--- src/crccg_pkg.sv ---
`default_nettype none
package crccg_pkg;

	localparam int DEGREE_W       = 6;
	localparam int POLY_W         = 32;
	localparam int CFG_DATA_W     = 32;
	localparam int CFG_INDEX_W    = 1;
	localparam int MAX_DEGREE_DEF = 32;
	localparam int DEGREE_RESET   = 16;

	localparam logic [POLY_W-1:0] POLY_RESET = 32'h0000_1021;

	typedef enum logic [CFG_INDEX_W-1:0] {
		REG_DEGREE   = 1'b0,
		REG_POLY_LOW = 1'b1
	} cfg_reg_t;

	typedef struct packed {
		logic step;
		logic fb;
	} cell_ctrl_t;

endpackage
`default_nettype wire

--- src/crccg_cell.sv ---
`default_nettype none
module crccg_cell
	import crccg_pkg::*;
(
	input  wire             clk,
	input  wire             arst_n,
	input  wire cell_ctrl_t ctrl,
	input  wire             active,
	input  wire             tap,
	input  wire             prev,
	output logic            rem
);

	logic rem_q;

	always_ff @(posedge clk or negedge arst_n) begin
		if (!arst_n) begin
			rem_q <= 1'b0;
		end else if (ctrl.step) begin
			rem_q <= active & (prev ^ (ctrl.fb & tap));
		end
	end

	assign rem = rem_q;

endmodule
`default_nettype wire

--- src/crc_codeword_generator_unit.sv ---
// A message bit is registered at its transfer and appears at the output in the next cycle.
// One message bit is taken per cycle while the output is not stalled.
// After the bit flagged last, the degree remainder bits are shifted out,
// during which input is stalled.
// Reset clears the remainder and the output valid flag, but not the output bit,
// and sets degree to 16 (or MAX_DEGREE if smaller) and the polynomial to 0x1021.
`default_nettype none
module crc_codeword_generator_unit
	import crccg_pkg::*;
#(
	parameter int MAX_DEGREE = MAX_DEGREE_DEF
) (
	input  wire                   clk,
	input  wire                   arst_n,
	input  wire                   cfg_wr_en,
	input  wire [CFG_INDEX_W-1:0] cfg_index,
	input  wire [CFG_DATA_W-1:0]  cfg_data,
	input  wire                   in_valid,
	output logic                  in_stall,
	input  wire                   message_bit,
	input  wire                   last,
	output logic                  out_valid,
	input  wire                   out_stall,
	output logic                  code_bit,
	output logic                  code_last
);

	localparam int DW = $clog2(MAX_DEGREE + 1);
	localparam int DEG_RST = (DEGREE_RESET > MAX_DEGREE) ? MAX_DEGREE : DEGREE_RESET;

	logic [DW-1:0]         degree_q;
	logic [POLY_W-1:0]     poly_q;
	logic [DEGREE_W-1:0]   wr_degree;
	logic [DW-1:0]         wr_eff;
	logic [MAX_DEGREE-1:0] rem_bits;
	logic [MAX_DEGREE-1:0] top_sel;
	logic                  top_bit;
	logic                  flush_q;
	logic [DW-1:0]         cnt_q;
	logic                  out_valid_q;
	logic                  code_bit_q;
	logic                  code_last_q;
	logic                  out_free;
	logic                  in_xfer;
	logic                  flush_step;
	cell_ctrl_t            ctrl;

	assign wr_degree = cfg_data[DEGREE_W-1:0];

	always_comb begin
		priority if (wr_degree == '0) begin
			wr_eff = DW'(1);
		end else if (wr_degree > DEGREE_W'(MAX_DEGREE)) begin
			wr_eff = DW'(MAX_DEGREE);
		end else begin
			wr_eff = DW'(wr_degree);
		end
	end

	always_ff @(posedge clk or negedge arst_n) begin
		if (!arst_n) begin
			degree_q <= DW'(DEG_RST);
			poly_q   <= POLY_RESET;
		end else if (cfg_wr_en) begin
			unique case (cfg_reg_t'(cfg_index))
				REG_DEGREE:   degree_q <= wr_eff;
				REG_POLY_LOW: poly_q   <= cfg_data[POLY_W-1:0];
				default:      degree_q <= degree_q;
			endcase
		end
	end

	assign out_free   = !out_valid_q || !out_stall;
	assign in_stall   = flush_q || !out_free;
	assign in_xfer    = in_valid && !in_stall;
	assign flush_step = flush_q && out_free;

	for (genvar i = 0; i < MAX_DEGREE; i++) begin : g_sel
		assign top_sel[i] = (degree_q == DW'(i + 1));
	end
	assign top_bit = |(rem_bits & top_sel);

	assign ctrl.step = in_xfer || flush_step;
	assign ctrl.fb   = in_xfer && (top_bit ^ message_bit);

	for (genvar i = 0; i < MAX_DEGREE; i++) begin : g_cell
		logic prev_bit;
		logic tap_bit;
		if (i == 0) begin : g_first
			assign prev_bit = 1'b0;
		end else begin : g_next
			assign prev_bit = rem_bits[i-1];
		end
		if (i < POLY_W) begin : g_tap
			assign tap_bit = poly_q[i];
		end else begin : g_notap
			assign tap_bit = 1'b0;
		end
		crccg_cell u_cell (
			.clk    (clk),
			.arst_n (arst_n),
			.ctrl   (ctrl),
			.active (DW'(i) < degree_q),
			.tap    (tap_bit),
			.prev   (prev_bit),
			.rem    (rem_bits[i])
		);
	end

	always_ff @(posedge clk or negedge arst_n) begin
		if (!arst_n) begin
			out_valid_q <= 1'b0;
			flush_q     <= 1'b0;
			cnt_q       <= '0;
		end else begin
			if (out_free) begin
				out_valid_q <= in_xfer || flush_q;
			end
			if (in_xfer && last) begin
				flush_q <= 1'b1;
				cnt_q   <= degree_q;
			end else if (flush_step) begin
				flush_q <= (cnt_q != DW'(1));
				cnt_q   <= cnt_q - DW'(1);
			end
		end
	end

	always_ff @(posedge clk) begin
		if (in_xfer) begin
			code_bit_q  <= message_bit;
			code_last_q <= 1'b0;
		end else if (flush_step) begin
			code_bit_q  <= top_bit;
			code_last_q <= (cnt_q == DW'(1));
		end
	end

	assign out_valid = out_valid_q;
	assign code_bit  = code_bit_q;
	assign code_last = code_last_q;

	a_last_starts_flush: assert property (@(posedge clk) disable iff (!arst_n)
		(in_xfer && last) |=> flush_q)
		else $error("Flush did not start after the last message bit.");

	a_flush_count: assert property (@(posedge clk) disable iff (!arst_n)
		flush_q |-> (cnt_q != '0))
		else $error("Flush is active with no remainder bits left.");

	a_flush_clears: assert property (@(posedge clk) disable iff (!arst_n)
		$fell(flush_q) |-> (rem_bits == '0))
		else $error("Remainder is not clear after the flush.");

	a_code_last_end: assert property (@(posedge clk) disable iff (!arst_n)
		(out_valid_q && code_last_q) |-> !flush_q)
		else $error("Final codeword bit is shown while the flush continues.");

endmodule
`default_nettype wire
--- config.mk ---
export PLATFORM = sky130hd
export DESIGN_NAME = crc_codeword_generator_unit
export DESIGN_NICKNAME = d
export VERILOG_FILES = /design/src/crccg_pkg.sv /design/src/crccg_cell.sv /design/src/crc_codeword_generator_unit.sv
export SDC_FILE = /design/constraint.sdc
export NUM_CORES = 1
export LEC_CHECK = 0
export ABC_AREA = 1
export BUFFER_PORTS_ARGS = -buffer_cell sky130_fd_sc_hd__buf_2
export CAP_MARGIN = 20
export CORE_ASPECT_RATIO = 1.25
export CORE_UTILIZATION = 45
export CTS_CLUSTER_SIZE = 25
export DETAILED_ROUTE_END_ITERATION = 6
export GPL_TIMING_DRIVEN = 0
export HOLD_SLACK_MARGIN = 0.03
export PLACE_DENSITY = 0.73
export SLEW_MARGIN = 10
export SYNTH_ARGS = -nofsm -noshare
export SYNTH_HDL_FRONTEND = slang
export SYNTH_SLANG_ARGS = --single-unit
--- constraint.sdc ---
create_clock -name clk -period 5.02 [get_ports clk]
set_input_delay 0.753 -clock clk [delete_from_list [all_inputs] [get_ports clk]]
set_output_delay 0.753 -clock clk [all_outputs]
set_load 0.02 [all_outputs]
Word-level counts from Yosys, hierarchy flattened

Cells that the tools add are included.

Bits in registers: 80
Bits in latches: 0
RAM bits: 0
Bits in read-only memories: 0
Input bits: 40
Output and inout port bits: 4
Logic and storage cells: 231
Memories kept: 0

Add/subtract/negate cells: 1
Multiply operators: 0
Div/mod/pow operators: 0
Magnitude comparators: 33
Equal/unequal tests: 34
Shift operators: 0
Multiplexer cells: 8
Bitwise operators: 98
Reduce and logical (&&, ||, !) cells: 18

Operators by type and width:

| operator                                                  | number |
|---|---|
| == test 6 x 5 -> 1 bit, second input constant             | 16 |
| less-than comparator 5 x 6 -> 1 bit, first input constant | 16 |
| AND 1 bit                                                 | 64 |
| == test 6 x 4 -> 1 bit, second input constant             | 8 |
| less-than comparator 4 x 6 -> 1 bit, first input constant | 8 |
| AND 32 bit                                                | 1 |
| OR reduction 32 bit                                       | 1 |
| bitwise XOR 1 bit                                         | 32 |
| == test 6 x 3 -> 1 bit, second input constant             | 4 |
| less-than comparator 3 x 6 -> 1 bit, first input constant | 4 |
| two-way mux 6 bit                                         | 4 |
| == test 6 x 1 -> 1 bit, second input constant             | 2 |
| == test 6 x 2 -> 1 bit, second input constant             | 2 |
| less-than comparator 1 x 6 -> 1 bit, first input constant | 2 |
| less-than comparator 2 x 6 -> 1 bit, first input constant | 2 |
| == test 6 bit, second input constant                      | 1 |
| greater-than comparator 6 bit, second input constant      | 1 |
| logical NOT 6 bit                                         | 1 |
| inequality test 6 x 1 -> 1 bit, second input constant     | 1 |
| subtractor 6 x 1 -> 6 bit, second input constant          | 1 |
| logical AND 1 bit                                         | 4 |
| logical NOT 1 bit                                         | 4 |
| logical OR 1 bit                                          | 4 |
| two-way mux 1 bit                                         | 4 |
| 3 further kinds                                           | 5 |

Depth between registers and ports, before layout

Gate-level depths: netlist of the first run.

Depth after elaboration: 10
Mapped depth: 18
Mapped depth without buffers: 16

By module

From an unflattened synthesis of the first run, not the netlist that was laid out.

Cell total of the unflattened synthesis: 700
Area total of the unflattened synthesis: 4,795.8 um^2

By module, submodules not included:

| module                      | instances | cells each | area an instance (um^2) | sequential area each (um^2) |
|---|---|---|---|---|
| crc_codeword_generator_unit | 1         | 348        | 2,713.9                 | 1,206.2 |
| crccg_cell                  | 32        | 11         | 65.1                    | 25.0 |

Worst setup path after synthesis of the first run

No wires, ideal clock.

Path kind: input -> register
Start point: input out_stall
End point: register g_cell[22].u_cell.rem_q
Setup time: 0.117 ns
Data arrival time: 2.009 ns
Required time: 4.903 ns
Path slack: 2.894 ns
Stages on the path: 11
Path buffers: 0
Path through: nand2_1 -> nand3_1 -> clkinv_1 -> nor2_1 -> nor2_1 -> inv_1 -> nor2_1 -> inv_1 -> a31oi_1 -> nand3_1 -> nand2_1

Longest elaborated chain between the ends: 10
Elaborated cells between the ends (all ways): 12
Classes of those cells: 3 x bitwise; 9 x reduce/logical

Ends and longest elaborated chain:

| item                   | line                              | source |
|---|---|---|
| start: declaration     | crc_codeword_generator_unit.sv:23 | `input wire out_stall,` |
| logical NOT 1 bit (*)  | crc_codeword_generator_unit.sv:73 | `assign out_free = !out_valid_q \|\| !out_stall;` |
| logical OR 1 bit (*)   | crc_codeword_generator_unit.sv:73 |  |
| logical NOT 1 bit      | crc_codeword_generator_unit.sv:74 | `assign in_stall = flush_q \|\| !out_free;` |
| logical OR 1 bit       | crc_codeword_generator_unit.sv:74 |  |
| logical NOT 1 bit      | crc_codeword_generator_unit.sv:75 | `assign in_xfer = in_valid && !in_stall;` |
| logical AND 1 bit      | crc_codeword_generator_unit.sv:75 |  |
| logical AND 1 bit      | crc_codeword_generator_unit.sv:84 | `assign ctrl.fb = in_xfer && (top_bit ^ message_bit);` |
| AND 1 bit              | crccg_cell.sv:20                  | `rem_q <= active & (prev ^ (ctrl.fb & tap));` |
| bitwise XOR 1 bit      | crccg_cell.sv:20                  |  |
| AND 1 bit              | crccg_cell.sv:20                  |  |
| end signal: assignment | crccg_cell.sv:20                  |  |
| end: declaration       | crccg_cell.sv:14                  | `logic rem_q;` |

Mark *: on every way between the ends. The rest lies on a longest branch, timed or not.
A chain may end at the register's enable or synchronous reset.

==> impl_metrics.env, run 1 <==
export IMPL_grt_setup_unrepaired="no"
export IMPL_hold_path_class="input pin to asynchronous set/reset pin"
export IMPL_syn_area_um2=4790
export IMPL_rr_endpoint="g_cell[14].u_cell.rem"
export IMPL_yosysWarnings=0
export IMPL_coreArea_um2=10200
export IMPL_overflow=0
export IMPL_cts_reportedPaths_clkPinSlew_ns=0.06
export IMPL_die_w_um=94.3
export IMPL_cts_made_buffers=9
export IMPL_drive_above_1_share_pct=23.5
export IMPL_hold_violations=0
export IMPL_dr_pass1_iters=7
export IMPL_endpoint_kind="flip-flop"
export IMPL_syn_nets=651
export IMPL_critical_path_arrival_ns=2.87
export IMPL_clk_latency_ns=0.34
export IMPL_grt_usage_pct=24.8
export IMPL_setup_violations=0
export IMPL_cts_setup_buffers=0
export IMPL_power_density_nw_per_um2=478
export IMPL_rows=41
export IMPL_final_util_pct=54.1
export IMPL_max_slew_worst_pin_slew_ns=0.854
export IMPL_power_mw=2.64
export IMPL_fmax_mhz=378
export IMPL_cts_resized=0
export IMPL_cp_max_fo=10
export IMPL_drc=0
export IMPL_nets=706
export IMPL_ff2ff_path_depth=9
export IMPL_rr_startpoint="out_valid"
export IMPL_drv_slew=0
export IMPL_status="complete, no violations"
export IMPL_drt_iter0_drc=363
export IMPL_synth_compound_area_share_pct=5.93
export IMPL_area_delta_synth_final_pct=15.3
export IMPL_ant_nets=0
export IMPL_drv_cap=0
export IMPL_grt_first_pass_wirelength_um=21300
export IMPL_diodes=0
export IMPL_min_period_ns=2.64
export IMPL_worstSetupPathType="input pin to flip-flop"
export IMPL_synthXorXnorAreaFrac_pct=0
export IMPL_peakVddDrop_v=0.000173
export IMPL_period_share_pct=52.7
export IMPL_nFillCells=950
export IMPL_die_area_um2=11100
export IMPL_io_buffer_count=43
export IMPL_placed_cells=782
export IMPL_tns_ns=0
export IMPL_ys_seq_elements=80
export IMPL_initial_core_util_pct=46.9
export IMPL_synth_mux_area_share_pct=6.35
export IMPL_r2r_slack_ns=2.53
export IMPL_regArea_um2=2010
export IMPL_grt_pass1_vias=4249
export IMPL_antenna_found_initial=0
export IMPL_place_congestion=0.926
export IMPL_yosysSeqAreaShare_pct=41.9
export IMPL_p_leak_nw=2.74
export IMPL_fin_skew_ns=0.00611
export IMPL_max_slew_margin_pct=43.0
export IMPL_avgRoutedWirePerCell_um=16.2
export IMPL_avgViaCountPerCell=5.57
export IMPL_grt_max_degree=44
export IMPL_worstPathRequired_ns=5.25
export IMPL_synth_top_family_by_area="simple AND/OR/NAND/NOR gates"
export IMPL_tritoncts="done"
export IMPL_layout_cells_non_filler=798
export IMPL_synthSimpleGateAreaFrac_pct=36.3
export IMPL_dpl_hpwl_um=9020
export IMPL_synth_distinct_cells=36
export IMPL_multi_input_area_um2=2350
export IMPL_fp_dieH_um=117
export IMPL_final_common_cell="nand2_1"
export IMPL_dr_total_vias=4442
export IMPL_max_clock_path_buffers=2
export IMPL_cp_start_kind="input pin"
export IMPL_synthCells=609
export IMPL_syn_avg_cell_area_um2=7.86
export IMPL_synth_fa_ha_area_share_pct=0.523
export IMPL_htreeDepth=3
export IMPL_cts_hold_buf=0
export IMPL_clock_sinks=80
export IMPL_final_cell_mix="nand2_1, dfrtp_1, inv_1"
export IMPL_ios=44
export IMPL_wl_um=12900
export IMPL_cts_root_buffer="clkbuf_16"
==> kinds of logic after synthesis <==
family                     count (synthesis)
DFF                                       80
muxes                                     27
and+or+nand+nor                          353
adders and majority gates                  2
AOI/OAI and AO/OA                         49
buffers and inverters                     98
==> area by class of cell <==
class                   count  share of cell area [%]
clock inverters             3                    1.18
clock buffers              13                    4.72
repair buffers             44                    4.44
multi-input cells         431                    42.6
well taps                 129                    2.92
plain buffers              23                    2.61
flip-flops and latches     80                    36.4
inverters                  75                    5.19
==> critical path, stage by stage <==
cell and delay [ns]:
buf_2 0.08, nand2_1 0.09, nand3_1 0.16, clkinv_1 0.26, nor2_1 0.69, inv_2 0.25, o21ai_0 0.31, a21oi_1 0.11
nand3_1 0.11, nand2_1 0.06
==> worst max-delay path by stage <==
stage                   start                    end  slack [ns]  cells after the start
detailed placement  out_stall  g_cell[14].u_cell.rem        2.06                     10
finish              out_stall  g_cell[14].u_cell.rem        2.38                     10
floorplan           out_stall  g_cell[22].u_cell.rem        2.89                     11
CTS                 out_stall  g_cell[14].u_cell.rem        2.37                     10
global route        out_stall  g_cell[14].u_cell.rem        2.17                     10
global placement    out_stall  g_cell[14].u_cell.rem        2.08                     10
==> registers in the layout, summed over array words and instances (netlist names) <==
name,count
out_valid,1
poly_q,32
code_bit,1
flush_q,1
degree_q,6
g_cell.u_cell.rem,32
code_last,1
cnt_q,6
==> Yosys cell counts, drive strengths merged <==
cell type	number	area share (%)
clkinv	1	0.078
o22ai	4	0.65
buf	14	2.3
o311ai	1	0.18
dfrtp	74	39
nor3	5	0.63
nand3	89	12
nand4	33	4.3
edfxtp	1	0.63
nand2	182	15
a32oi	1	0.18
clkbuf	9	0.71
a31oi	5	0.65
o211ai	1	0.16
dfxtp	1	0.42
ha	2	0.52
o221ai	3	0.55
dfstp	4	2.2
nor2	44	4.3
a21oi	16	1.7
mux2	27	6.4
o21ai	18	1.9
inv	74	5.9
==> metal layers <==
metal	global-route usage, %	routed length (um)	vias up
met3	3.50	672	27
met4	9.90	322	0
met2	40.2	6310	157
met5	0	0	-
li1	-	-	2128
met1	33.0	5620	2130
==> where the power goes <==
group          switching, mW  total (mW)  leakage (nW)  internal [mW]
clock network          0.250       0.713         0.160          0.462
registers              0.202        1.04          1.00          0.838
logic                  0.585       0.884          1.58          0.299
==> metrics by stage <==
step	setup slack, ns	hold slack, ns	area (um2)
2_1_floorplan	2.89	0.450	4790
3_3_place_gp	2.08	0.480	5160
3_5_place_dp	2.06	0.486	5190
4_1_cts	2.37	0.392	5520
5_1_grt	2.17	0.414	5520
6_report	2.38	0.383	5520
(Power assumes the default switching activity.)
==> run 2, diff against run 1 <==
clock period = 2.52 ns   (was 5.02 ns; I/O delays follow)
==> run 2 against run 1 <==
Combinational power up 100%. Clock-buffer cell count unchanged. Final cell count up 0.38%. Largest cell class unchanged.
==> impl_metrics.env, run 2 (same netlist as run 1, synthesis figures left out) <==
export IMPL_hp_start="cfg_data[25]"
export IMPL_setup_slack_ns=0.197
export IMPL_setup_violations=0
export IMPL_dr_pass1_iters=7
export IMPL_hold_path_class="input pin to flip-flop"
export IMPL_worstSetupPathType="flip-flop to flip-flop"
export IMPL_io_buffer_count=43
export IMPL_area_delta_synth_final_pct=16.6
export IMPL_antenna_found_initial=0
export IMPL_dpl_hpwl_um=9020
export IMPL_ant_nets=0
export IMPL_grt_pass1_vias=4251
export IMPL_fmax_mhz=430
export IMPL_hold_violations=0
export IMPL_final_common_cell="nand2_1"
export IMPL_drv_slew=0
export IMPL_ios=44
export IMPL_cts_reportedPaths_clkPinSlew_ns=0.06
export IMPL_critical_path_top_delay_family="simple AND/OR/NAND/NOR gates"
export IMPL_regArea_um2=2010
export IMPL_drive_above_1_share_pct=24.1
export IMPL_dr_total_vias=4500
export IMPL_path_common_cell="nand2_1"
export IMPL_hold_path_cell_count=2
export IMPL_final_util_pct=54.7
export IMPL_multi_input_area_um2=2380
export IMPL_die_w_um=94.3
export IMPL_fin_skew_ns=0.00692
export IMPL_grt_usage_pct=24.8
export IMPL_final_cell_mix="nand2_1, dfrtp_1, inv_1"
export IMPL_clock_sinks=80
export IMPL_period_share_pct=92.2
export IMPL_rr_endpoint="g_cell[1].u_cell.rem"
export IMPL_htreeDepth=3
export IMPL_grt_first_pass_wirelength_um=21300
export IMPL_diodes=0
export IMPL_p_leak_nw=2.76
export IMPL_place_congestion=0.926
export IMPL_max_slew_worst_pin_slew_ns=0.840
export IMPL_pre_cts_slack_ns=-0.0672
export IMPL_slowest_stage="dfstp_2"
export IMPL_max_clock_path_buffers=2
export IMPL_avgRoutedWirePerCell_um=16.2
export IMPL_rr_startpoint="degree_q[4]"
export IMPL_holdPathEnd="poly_q[25]"
export IMPL_power_density_nw_per_um2=947
export IMPL_cp_max_fo=10
export IMPL_rows=41
export IMPL_drc=0
export IMPL_critical_path_arrival_ns=2.55
export IMPL_path_buf_inv=3
export IMPL_cts_made_buffers=9
export IMPL_fp_dieH_um=117
export IMPL_ff2ff_path_depth=16
export IMPL_die_area_um2=11100
export IMPL_grt_setup_unrepaired="no"
export IMPL_endpoint_kind="flip-flop"
export IMPL_nFillCells=942
export IMPL_clk_latency_ns=0.34
export IMPL_drv_cap=0
export IMPL_worstPathRequired_ns=2.75
export IMPL_initial_core_util_pct=46.9
export IMPL_crit_chain="inv_2 -> nand2_4 -> nor2_2 -> nand2_1 -> nand2_1 -> nor2_1 -> nand2_1 -> nor2_4 -> nand2_2 -> nand2_2 -> inv_2 -> nor2_8 -> buf_8 -> nand3_2 -> nand3_1 -> nand2_1"
export IMPL_grt_max_degree=44
export IMPL_nets=709
export IMPL_max_slew_margin_pct=44.0
export IMPL_status="complete, no violations"
export IMPL_drt_iter0_drc=343
export IMPL_min_period_ns=2.32
export IMPL_avgViaCountPerCell=5.62
export IMPL_tritoncts="done"
export IMPL_max_stage_delay_ns=0.60
export IMPL_overflow=0
export IMPL_wl_um=13000
export IMPL_r2r_slack_ns=0.20
export IMPL_coreArea_um2=10200
export IMPL_peakVddDrop_v=0.000346
export IMPL_cp_start_kind="flip-flop"
export IMPL_cts_root_buffer="clkbuf_16"
-- run 2: area by class of cell --
class | instances | area share, %
clock inverter | 3 | 1.17
clock buffer | 13 | 4.66
sequential | 80 | 36.0
multi-input combinational | 431 | 42.6
buffer | 23 | 2.76
inverter | 75 | 5.13
timing repair buffer | 47 | 4.84
tap | 129 | 2.89
-- run 2: worst max-delay path by stage --
stage / from / slack [ns] / cells after the start / end
after detailed placement: out_stall / -0.07 / 10 / g_cell[14].u_cell.rem
after global placement: out_stall / -0.05 / 10 / g_cell[14].u_cell.rem
after CTS: out_valid / 0.01 / 9 / g_cell[14].u_cell.rem
final: degree_q[4] / 0.20 / 16 / g_cell[1].u_cell.rem
after global routing: degree_q[4] / 0.002 / 16 / g_cell[1].u_cell.rem
after floorplan: degree_q[4] / 0.59 / 16 / g_cell[15].u_cell.rem
-- run 2: metrics by stage --
| step | cells | hold WS, ns | cell area, um2 | TNS [ns] | power, mW |
|---|---|---|---|---|---|
| 5_1_grt | 801 | 0.259 | 5580 | 0 | 5.61 |
| 6_report | 801 | 0.266 | 5580 | 0 | 5.29 |
| 2_1_floorplan | 609 | 0.0824 | 4790 | 0 | 3.25 |
| 3_3_place_gp | 781 | 0.480 | 5160 | -0.0687 | 3.72 |
| 3_5_place_dp | 782 | 0.377 | 5190 | -0.120 | 3.81 |
| 4_1_cts | 799 | 0.259 | 5530 | 0 | 5.25 |
-- run 2: timing repair --
item / in CTS / in global routing
hold buffers: 1 / 0
setup endpoints to repair: 0 / 30
hold endpoints to repair: 35 / 0
resized for setup: 0 / 9
setup buffers: 0 / 2
-- run 2: routing by layer --
| layer | global-route usage [%] | share of wire, % | wire, um | vias up |
|---|---|---|---|---|
| li1 | - | - | - | 2138 |
| met1 | 33.0 | 43 | 5590 | 2179 |
| met2 | 40.2 | 50 | 6430 | 159 |
| met3 | 3.50 | 5.1 | 660 | 24 |
| met4 | 9.90 | 2.2 | 291 | 0 |
| met5 | 0 | 0 | 0 | - |
-- run 2: power by group --
group / total (mW) / internal, mW / switching (mW) / leakage [nW]
registers: 2.07 / 1.67 / 0.405 / 1.00
clock network: 1.42 / 0.921 / 0.500 / 0.160
logic: 1.79 / 0.614 / 1.18 / 1.60
==> run 3, diff against run 2 <==
CORE_MARGIN = 2   (was default)
==> run 3 against run 2 <==
Critical path depth shrank 2. Maximum frequency decreased by 0.39%. Sequential power is essentially flat. Power is 4.4% lower. Clock power down 14%. Critical path type unchanged. Critical endpoint is now g_cell[8].u_cell.rem. Largest cell class unchanged. Highest routed layer unchanged.
==> impl_metrics.env, run 3 (same netlist as run 1, synthesis figures left out) <==
export IMPL_grt_setup_unrepaired="no"
export IMPL_die_w_um=96.3
export IMPL_peakVddDrop_v=0.000346
export IMPL_initial_core_util_pct=45.8
export IMPL_max_slew_margin_pct=43.2
export IMPL_final_util_pct=52.4
export IMPL_place_congestion=0.922
export IMPL_crit_chain="nand2_2 -> nor2_2 -> nand3_1 -> nand2_1 -> nor2_1 -> nand2_1 -> nor2_4 -> nand3_2 -> nand2_1 -> nor2_8 -> buf_8 -> nand3_2 -> nand3_1 -> nand2_1"
export IMPL_max_slew_worst_pin_slew_ns=0.852
export IMPL_fin_skew_ns=0.00715
export IMPL_setup_violations=0
export IMPL_ios=44
export IMPL_tritoncts="done"
export IMPL_cts_reportedPaths_clkPinSlew_ns=0.06
export IMPL_path_common_cell="nand2_1"
export IMPL_drt_iter0_drc=361
export IMPL_coreArea_um2=10500
export IMPL_min_period_ns=2.33
export IMPL_power_mw=5.05
export IMPL_endpoint_kind="flip-flop"
export IMPL_fmax_mhz=429
export IMPL_final_common_cell="nand2_1"
export IMPL_final_cell_mix="nand2_1, dfrtp_1, inv_1"
export IMPL_dr_total_vias=4407
export IMPL_clock_sinks=80
export IMPL_power_density_nw_per_um2=921
export IMPL_worstSetupPathType="flip-flop to flip-flop"
export IMPL_avgViaCountPerCell=5.50
export IMPL_drc=0
export IMPL_period_share_pct=92.5
export IMPL_dpl_hpwl_um=9150
export IMPL_nets=706
export IMPL_hold_path_class="input pin to asynchronous set/reset pin"
export IMPL_hold_violations=0
export IMPL_p_leak_nw=2.72
export IMPL_dr_pass1_iters=5
export IMPL_drive_above_1_share_pct=23.5
export IMPL_drv_slew=0
export IMPL_cp_start_kind="flip-flop"
export IMPL_cts_root_buffer="clkbuf_16"
export IMPL_max_clock_path_buffers=2
export IMPL_critical_path_arrival_ns=2.56
export IMPL_fp_dieH_um=119
export IMPL_cp_max_fo=10
export IMPL_max_stage_delay_ns=0.59
export IMPL_slowest_stage="dfstp_2"
export IMPL_wl_um=12800
export IMPL_overflow=0
export IMPL_io_buffer_count=43
export IMPL_clk_latency_ns=0.34
export IMPL_status="complete, no violations"
export IMPL_grt_max_degree=41
export IMPL_area_delta_synth_final_pct=14.5
export IMPL_cts_resized=0
export IMPL_grt_pass1_vias=4234
export IMPL_worstPathRequired_ns=2.75
export IMPL_cts_setup_buffers=0
export IMPL_die_area_um2=11500
export IMPL_nFillCells=1019
export IMPL_drv_cap=0
export IMPL_ant_nets=0
export IMPL_htreeDepth=3
export IMPL_grt_usage_pct=24.3
export IMPL_cts_made_buffers=9
export IMPL_avgRoutedWirePerCell_um=16.0
export IMPL_antenna_found_initial=0
export IMPL_rows=42
export IMPL_grt_first_pass_wirelength_um=21300
export IMPL_cts_hold_buf=0
export IMPL_diodes=0
[run 3: report_power, final]
group	internal, mW	total [mW]	switching [mW]
combinational	0.598	1.76	1.16
clock	0.721	1.22	0.499
sequential	1.67	2.07	0.404
[run 3: area by class of cell]
type	count	area (um2)	share of cell area (%)
tap	132	165	3.01
clock buffer	15	268	4.88
buffer	23	144	2.62
timing repair buffer	44	238	4.34
inverter	75	287	5.23
clock inverter	1	5.00	0.0913
sequential	80	2010	36.6
multi-input combinational	431	2370	43.2
[run 3: critical path, delay by kind of cell (launching register included)]
kind,cells,cell delay [ns]
flip-flops,1,0.59
AND/OR/NAND/NOR,13,1.45
buffers and inverters,1,0.18
[run 3: stage by stage]
step	std cells	setup WS (ns)	cell area, um2	setup TNS (ns)	hold slack [ns]
5_1_grt	801	0.0216	5480	0	0.0632
3_3_place_gp	784	-0.0328	5170	-0.0328	0.482
4_1_cts	801	0.0566	5460	0	0.0322
3_5_place_dp	785	-0.0459	5190	-0.0592	0.395
2_1_floorplan	609	0.589	4790	0	0.0824
6_report	801	0.188	5480	0	0.0153
[run 3: path summary, 6_finish.rpt]
path	from	to	slack (ns)	cells past startpoint
setup reg to reg	degree_q[4]	g_cell[8].u_cell.rem	0.19	14
min in group clk	cfg_data[22]	poly_q[22]	0.26	2
max in group asynchronous	arst_n	cnt_q[0]	1.92	2
setup / recovery	degree_q[4]	g_cell[8].u_cell.rem	0.19	14
hold reg to reg	flush_q	flush_q	0.51	2
hold / removal	arst_n	g_cell[12].u_cell.rem	0.02	1
[run 3: routing by layer]
metal / routed length, um / GRT usage [%]
met4: 347 / 10.4
met3: 789 / 5.06
met5: 0 / 0
met2: 6320 / 38.8
met1: 5370 / 31.6
